--- config.mk ---
export PLATFORM = sky130hd
export DESIGN_NAME = chct_ctrl
export DESIGN_NICKNAME = d
export VERILOG_FILES = /design/src/rtl/chct_pkg.sv /design/src/rtl/chct_ctrl.sv
export SDC_FILE = /design/constraint.sdc
export NUM_CORES = 1
export LEC_CHECK = 0
export ABC_AREA = 0
export ABC_CLOCK_PERIOD_IN_PS = 1370
export BUFFER_PORTS_ARGS = -buffer_cell sky130_fd_sc_hd__buf_2
export CAP_MARGIN = 20
export CORE_UTILIZATION = 46
export DETAILED_ROUTE_END_ITERATION = 8
export HOLD_SLACK_MARGIN = 0.12
export PLACE_DENSITY_LB_ADDON = 0.05
export SLEW_MARGIN = 5
export SYNTH_ARGS = -nofsm -noshare
export SYNTH_HDL_FRONTEND = slang
export SYNTH_SLANG_ARGS = --single-unit
--- constraint.sdc ---
create_clock -name clk -period 1.37 [get_ports clk]
set_input_delay 0.0685 -clock clk [delete_from_list [all_inputs] [get_ports clk]]
set_output_delay 0.0685 -clock clk [all_outputs]
set_load 0.03 [all_outputs]
--- src/rtl/chct_pkg.sv ---
package chct_pkg;

    // Image store dimensions
    localparam int MAX_WIDTH  = 512;
    localparam int MAX_HEIGHT = 512;

    // Fixed field widths
    localparam int CW       = 10;   // internal coordinate and dimension width
    localparam int PW       = 12;   // signed neighbour position width
    localparam int PFW      = 13;   // predicted point width
    localparam int PRED_FB  = 4;    // fraction bits of the predicted point
    localparam int SCORE_FB = 16;   // fraction bits of scores
    localparam int SCW      = 25;   // score width
    localparam int EW       = 16;   // signed distance error width
    localparam int DSW      = 2 * EW + 1;           // sum of squares width
    localparam int DENW     = DSW + 7 + 8 + 1;      // divisor width
    localparam int NW       = DENW + 1;             // dividend width
    localparam int QW       = SCORE_FB + 10;        // quotient bits
    localparam int QCW      = $clog2(QW);
    localparam int NUMW     = 16 + SCORE_FB + 2 * PRED_FB;

    localparam logic [SCW-1:0] SCORE_MAX = {SCW{1'b1}};
    localparam int SIGMA_INV_SQ = 100;
    localparam int ONE_SQ       = 1 << (2 * PRED_FB);

    // Register indexes
    localparam logic [1:0] REG_LAMBDA = 2'd0;
    localparam logic [1:0] REG_WIDTH  = 2'd1;
    localparam logic [1:0] REG_HEIGHT = 2'd2;
    localparam logic [1:0] REG_STEPS  = 2'd3;

    // Candidate scan order: dx outer, dy inner; centre is the fifth
    localparam logic [3:0] K_FIRST  = 4'd0;
    localparam logic [3:0] K_CENTRE = 4'd4;
    localparam logic [3:0] K_LAST   = 4'd8;

    typedef struct packed {
        logic       pix_write;
        logic       start_load;
        logic       start_cap;
        logic       cand_addr;
        logic       cand_sq;
        logic       cand_den;
        logic       div_init;
        logic       div_step;
        logic       cand_cmp;
        logic       decide;
        logic       out_load;
        logic [3:0] k;
    } chct_cmd_t;

    typedef struct packed {
        logic climb_done;
        logic out_free;
    } chct_stat_t;

endpackage

--- src/rtl/chct_ctrl.sv ---
module chct_ctrl (
    input  logic                clk,
    input  logic                rst_n,
    input  logic                s_tvalid,
    input  logic                s_kind,
    output logic                s_tready,
    input  chct_pkg::chct_stat_t stat,
    output chct_pkg::chct_cmd_t  cmd
);
    import chct_pkg::*;

    localparam logic [3:0] S_IDLE     = 4'd0;
    localparam logic [3:0] S_START_RD = 4'd1;
    localparam logic [3:0] S_START_CP = 4'd2;
    localparam logic [3:0] S_ADDR     = 4'd3;
    localparam logic [3:0] S_SQ       = 4'd4;
    localparam logic [3:0] S_DEN      = 4'd5;
    localparam logic [3:0] S_DINIT    = 4'd6;
    localparam logic [3:0] S_DIV      = 4'd7;
    localparam logic [3:0] S_CMP      = 4'd8;
    localparam logic [3:0] S_DECIDE   = 4'd9;
    localparam logic [3:0] S_FIN      = 4'd10;

    logic [3:0]     state_reg, state_next;
    logic [3:0]     k_reg, k_next;
    logic [QCW-1:0] cnt_reg, cnt_next;
    logic           accept;

    assign s_tready = (state_reg == S_IDLE);
    assign accept   = s_tvalid && s_tready;

    // Sequence the climb
    always_comb
    begin
        state_next = state_reg;
        k_next     = k_reg;
        cnt_next   = cnt_reg;
        cmd        = '0;
        cmd.k      = k_reg;
        unique case (state_reg)
            S_IDLE:
            begin
                cmd.pix_write  = accept && !s_kind;
                cmd.start_load = accept && s_kind;
                if (accept && s_kind)
                begin
                    state_next = S_START_RD;
                end
            end
            S_START_RD:
            begin
                state_next = S_START_CP;
            end
            S_START_CP:
            begin
                cmd.start_cap = 1'b1;
                k_next        = K_FIRST;
                state_next    = S_ADDR;
            end
            S_ADDR:
            begin
                if (k_reg == K_CENTRE)
                begin
                    state_next = S_CMP;
                end
                else
                begin
                    cmd.cand_addr = 1'b1;
                    state_next    = S_SQ;
                end
            end
            S_SQ:
            begin
                cmd.cand_sq = 1'b1;
                state_next  = S_DEN;
            end
            S_DEN:
            begin
                cmd.cand_den = 1'b1;
                state_next   = S_DINIT;
            end
            S_DINIT:
            begin
                cmd.div_init = 1'b1;
                cnt_next     = '0;
                state_next   = S_DIV;
            end
            S_DIV:
            begin
                cmd.div_step = 1'b1;
                cnt_next     = cnt_reg + 1'b1;
                if (cnt_reg == QCW'(QW - 1))
                begin
                    state_next = S_CMP;
                end
            end
            S_CMP:
            begin
                cmd.cand_cmp = 1'b1;
                if (k_reg == K_LAST)
                begin
                    state_next = S_DECIDE;
                end
                else
                begin
                    k_next     = k_reg + 1'b1;
                    state_next = S_ADDR;
                end
            end
            S_DECIDE:
            begin
                cmd.decide = 1'b1;
                k_next     = K_FIRST;
                state_next = stat.climb_done ? S_FIN : S_ADDR;
            end
            S_FIN:
            begin
                if (stat.out_free)
                begin
                    cmd.out_load = 1'b1;
                    state_next   = S_IDLE;
                end
            end
            default:
            begin
                state_next = S_IDLE;
            end
        endcase
    end

    always_ff @(posedge clk or negedge rst_n)
    begin
        if (!rst_n)
        begin
            state_reg <= S_IDLE;
            k_reg     <= '0;
            cnt_reg   <= '0;
        end
        else
        begin
            state_reg <= state_next;
            k_reg     <= k_next;
            cnt_reg   <= cnt_next;
        end
    end

endmodule

Word-level counts from Yosys, hierarchy flattened
Cells that the tools add are included.
- word-level logic and storage cells: 54
- input port bits: 6
- register bits: 13
- reduce and logical (&&, ||, !) cells: 10
- add/sub/neg operators: 2
- muxes and demuxes: 22
- equal/unequal tests: 17
- operators by type and width (operator ; number):
    case mux 4 bit (11 select lines) ; 1
    two-way mux 4 bit ; 7
    equality test 4 x 3 -> 1 bit, second input constant ; 5
    equality test 4 bit, second input constant ; 4
    two-way mux 1 bit ; 11
    case mux 5 bit (2 select lines) ; 1
    equality test 4 x 2 -> 1 bit, second input constant ; 2
    case mux 4 bit (2 select lines) ; 1
    inequality test 2 bit, second input constant ; 3
    adder 5 x 1 -> 5 bit, second input constant ; 1
    equality test 5 bit, second input constant ; 1
    adder 4 x 1 -> 4 bit, second input constant ; 1
    equality test 4 x 1 -> 1 bit, second input constant ; 1
    logical NOT 4 bit ; 1
    nonzero test 2 bit ; 2
    logical AND 1 bit ; 3
    AND reduction 3 bit ; 1
    two-way mux 2 bit ; 1
    inequality test 2 x 1 -> 1 bit, second input constant ; 1
    AND reduction 2 bit ; 1
    OR reduction 2 bit ; 1
    logical NOT 1 bit ; 1

Depth between registers and ports, before layout
- depth after elaboration: 5
- depth in mapped cells: 6
- gate-level depth less buffers: 6

Least setup slack after synthesis
OpenSTA, ideal clock, no wires.
- path kind: flip-flop to output port
- start: register k_reg[0]
- end: output cmd[11] (netlist name)
- arrival: 1942 ps
- cell stages (with the launch flop): 5
- buffers on the path: 0
- data required time: 1302 ps
- slack: -640 ps
- cells stage by stage: dfrtp_1 -> inv_1 -> ha_1 -> and3b_1 -> nor4_1
- RTL lines (element ; RTL line ; text):
    start: declaration ; chct_ctrl.sv:25 ; logic [3:0] k_reg, k_next;
    start signal: assignment ; chct_ctrl.sv:142 ; k_reg <= k_next;
    end: declaration ; chct_ctrl.sv:8 ; output chct_pkg::chct_cmd_t cmd

==> results.sh <==
export IMPL_status="finished, violations left"
export IMPL_violations="setup timing"
export IMPL_path_buf_inv=2
export IMPL_cts_buffers=3
export IMPL_n_fill_cell=65
export IMPL_place_ws_ns=-0.127
export IMPL_combPwrFrac_pct=72.3
export IMPL_die_w_um=45.4
export IMPL_path_clk_slew_ns=0.10
export IMPL_design_area_um2=1630
export IMPL_dieHeight_um=45.4
export IMPL_crit_fanout=4
export IMPL_hold_viol_final=0
export IMPL_hp_class="primary input to register"
export IMPL_endpoint_kind="output pin"
export IMPL_synthMuxAreaShare_pct=0
export IMPL_routedWlPerCell_um=21.3
export IMPL_drt_total_wl_um=4010
export IMPL_finalCritPeriodShare_pct=125
export IMPL_pwr_share_seq_pct=19.7
export IMPL_synth_seq_cells=13
export IMPL_antenna_found_initial=0
export IMPL_max_slew_margin_rel_pct=77.1
export IMPL_grt_overflow=0
export IMPL_start_util_pct=49.7
export IMPL_dr_total_vias=1138
export IMPL_startpoint_type="register"
export IMPL_mappedNetlistArea_um2=867
export IMPL_drtIter0Drc=60
export IMPL_crit_family="simple AND/OR/NAND/NOR gates"
export IMPL_switchingPower_mw=1.65
export IMPL_cp_arrival_ns=1.65
export IMPL_p_leak_nw=0.748
export IMPL_fin_nets=174
export IMPL_tightestPinTransition_ns=0.338
export IMPL_firstDrtPassIters=4
export IMPL_rows=15
export IMPL_final_max_slew_viol_count=0
export IMPL_finalClockSkew_ns=0.0153
export IMPL_rsz0062_at_grt="true"
export IMPL_max_clock_freq_mhz=582
export IMPL_hpwl_um=1630
export IMPL_drive_gt1_share_pct=63.2
export IMPL_clock_sinks=13
export IMPL_drc=0
export IMPL_synth_xor_area_share_pct=5.05
export IMPL_grt_pass1_vias=969
export IMPL_tns_ns=-3.40
export IMPL_switching_share_pct=47.4
export IMPL_maxCapViolCount=0
export IMPL_synthAdderAreaFrac_pct=5.77
export IMPL_slowest_delay_ns=0.47
export IMPL_fin_crit_ns=1.72
export IMPL_required_ns=1.30
export IMPL_cp_slowest_cell="dfrtp_2"
export IMPL_synth_cell_type_count=33
export IMPL_final_util_pct=93.1
export IMPL_grtUsageTotal_pct=30.2
export IMPL_crit_path_frequent_cell="buf_6"
export IMPL_clock_latency_ns=0.31
export IMPL_diodes=0
export IMPL_synthSimpleGateAreaFrac_pct=33.8
export IMPL_fp_dieArea_um2=2060
export IMPL_numPortBuffers=21
export IMPL_power_density_nw_per_um2=2140
export IMPL_crit_chain="buf_6, nor4_4, nand2_1, nor2_4, buf_6"
export IMPL_avgSynthCellArea_um2=8.50
export IMPL_h_tree_depth=1
export IMPL_cts_tree="built"
export IMPL_cts_root_buf="clkbuf_4"
export IMPL_io_pins=22
export IMPL_seq_area_frac_synth_pct=37.5
export IMPL_synth_warnings=0
export IMPL_setup_ws_ns=-0.349
export IMPL_setup_viol=23
export IMPL_synth_top_family_by_area="simple AND/OR/NAND/NOR gates"
export IMPL_worst_ir_drop_vdd_v=0.00170
export IMPL_vias_per_cell=6.05
export IMPL_synth_nets=112
export IMPL_synth_compound_area_share_pct=12.0
export IMPL_coreArea_um2=1750
export IMPL_ant_nets=0
export IMPL_area_delta_synth_final_pct=87.4
export IMPL_largest_register_ffs=5
export IMPL_dpl_cell_area_um2=1180
export IMPL_grt_first_pass_wirelength_um=4320
export IMPL_gp_congestion=0.802
export IMPL_grt_max_degree=14
export IMPL_cts_buffer_depth=2
export IMPL_crit_type="register to output pin"
export IMPL_netlist_instances=102
export IMPL_p_int_mw=1.83
export IMPL_p_clk_share_pct=8.0
[kinds of logic (layout without fill, tap and decap cells)]
logic type               Yosys count  count (layout)
AO/OA/AOI/OAI                     18              18
XOR/XNOR                           5               5
adder cells (fa/ha/maj)            4               4
buffers and inverters             12              73
flip-flops                        13              13
AND/OR/NAND/NOR                   50              50
[worst min-delay path, stage by stage]
cell,delay [ns]
buf_2,0.11
o31ai_1,0.08
o22a_1,0.18
[placed cells by master (no fill, tap or decap), drive strengths merged]
cell and instances:
nor2 11, o31ai 1, nand3b 2, nand3 3, a31o 1, dfrtp 13, dlygate4sd3 2, xnor2 1
nor4 2, nor4bb 1, o211ai 1, nor3 4, o22a 1, nand2 12, a21oi 7, buf 60
nand2b 4, xor2 4, clkbuf 4, nor4b 1, and3b 2, or3 1, nand4b 2, o22ai 1
and3 1, inv 7, o21ai 6, ha 4, nand4 3, or4b 1
[worst paths after layout]
path | from | endpoint | slack (ns) | depth (start not counted)
max | state_reg[0]$_DFFE_PN0P_ | cmd[14] | -0.35 | 5
min | stat[0] | state_reg[1]$_DFFE_PN0P_ | 0.16 | 3
max reg2reg | state_reg[2]$_DFFE_PN0P_ | k_reg[3]$_DFFE_PN0P_ | -0.30 | 6
min reg2reg | cnt_reg[0]$_DFFE_PN0P_ | cnt_reg[0]$_DFFE_PN0P_ | 0.57 | 1
max in group asynchronous | rst_n | state_reg[0]$_DFFE_PN0P_ | 0.92 | 2
min in group asynchronous | rst_n | k_reg[3]$_DFFE_PN0P_ | 0.17 | 2
[repair_timing]
action / in CTS / in global routing
endpoints found under the setup margin: 15 / 24
gates cloned: 0 / 0
hold buffers: 2 / 0
pin swaps: 16 / 12
gates resized for setup: 37 / 28
hold endpoints to repair: 14 / 0
setup buffers: 15 / 8
[area by class of cell]
| class | instances | area (um^2) | share of cell area [%] |
|---|---|---|---|
| Sequential cell | 13 | 332 | 20.4 |
| Timing Repair Buffer | 62 | 536 | 32.9 |
| Inverter | 7 | 26.3 | 1.62 |
| Tap cell | 25 | 31.3 | 1.92 |
| Multi-Input combinational cell | 77 | 674 | 41.5 |
| Clock buffer | 4 | 26.3 | 1.62 |
[per-stage QoR]
stage               power [mW]  hold WS (ns)  instances
floorplan                 1.65        -0.227        102
global placement          2.09       -0.0266        161
detailed placement        2.14       -0.0241        161
CTS                       2.92         0.136        182
global route              3.61         0.155        188
finish                    3.48         0.162        188
[power by group through the flow]
stage / Combinational, mW / Clock [mW] / Sequential, mW
after floorplan: 0.943 / 0 / 0.707
after global placement: 1.41 / 0 / 0.684
after detailed placement: 1.45 / 0 / 0.694
after CTS: 2.00 / 0.259 / 0.659
after global routing: 2.63 / 0.287 / 0.691
final: 2.52 / 0.278 / 0.686
[cells in the mapped netlist (all sizes together)]
cell    number  share of area [%]
dfrtp       13                 38
nand2       12                5.5
nor2        11                4.8
a21oi        7                4.0
inv          7                3.0
o21ai        6                3.5
ha           4                5.8
nand2b       4                2.9
nor3         4                2.3
xor2         4                4.0
buf          3                2.0
nand3        3                1.7
nand4        3                2.2
and3b        2                2.0
clkbuf       2               0.87
nand3b       2                1.7
nand4b       2                2.0
nor4         2                2.2
a31o         1                1.0
and3         1               0.72
nor4b        1                2.7
nor4bb       1                1.2
o211ai       1               0.87
o22a         1                1.0
o22ai        1               0.72
o31ai        1               0.87
or3          1               0.72
or4b         1                1.2
xnor2        1                1.0
[per-layer routing]
layer	vias to the layer above	track usage, %	share of wire (%)
met5	-	0	0
met4	0	12.7	4.6
met3	27	8.33	8.6
met2	83	51.7	50
met1	550	34.9	36
li1	478	-	-
(Power assumes the default switching activity.)
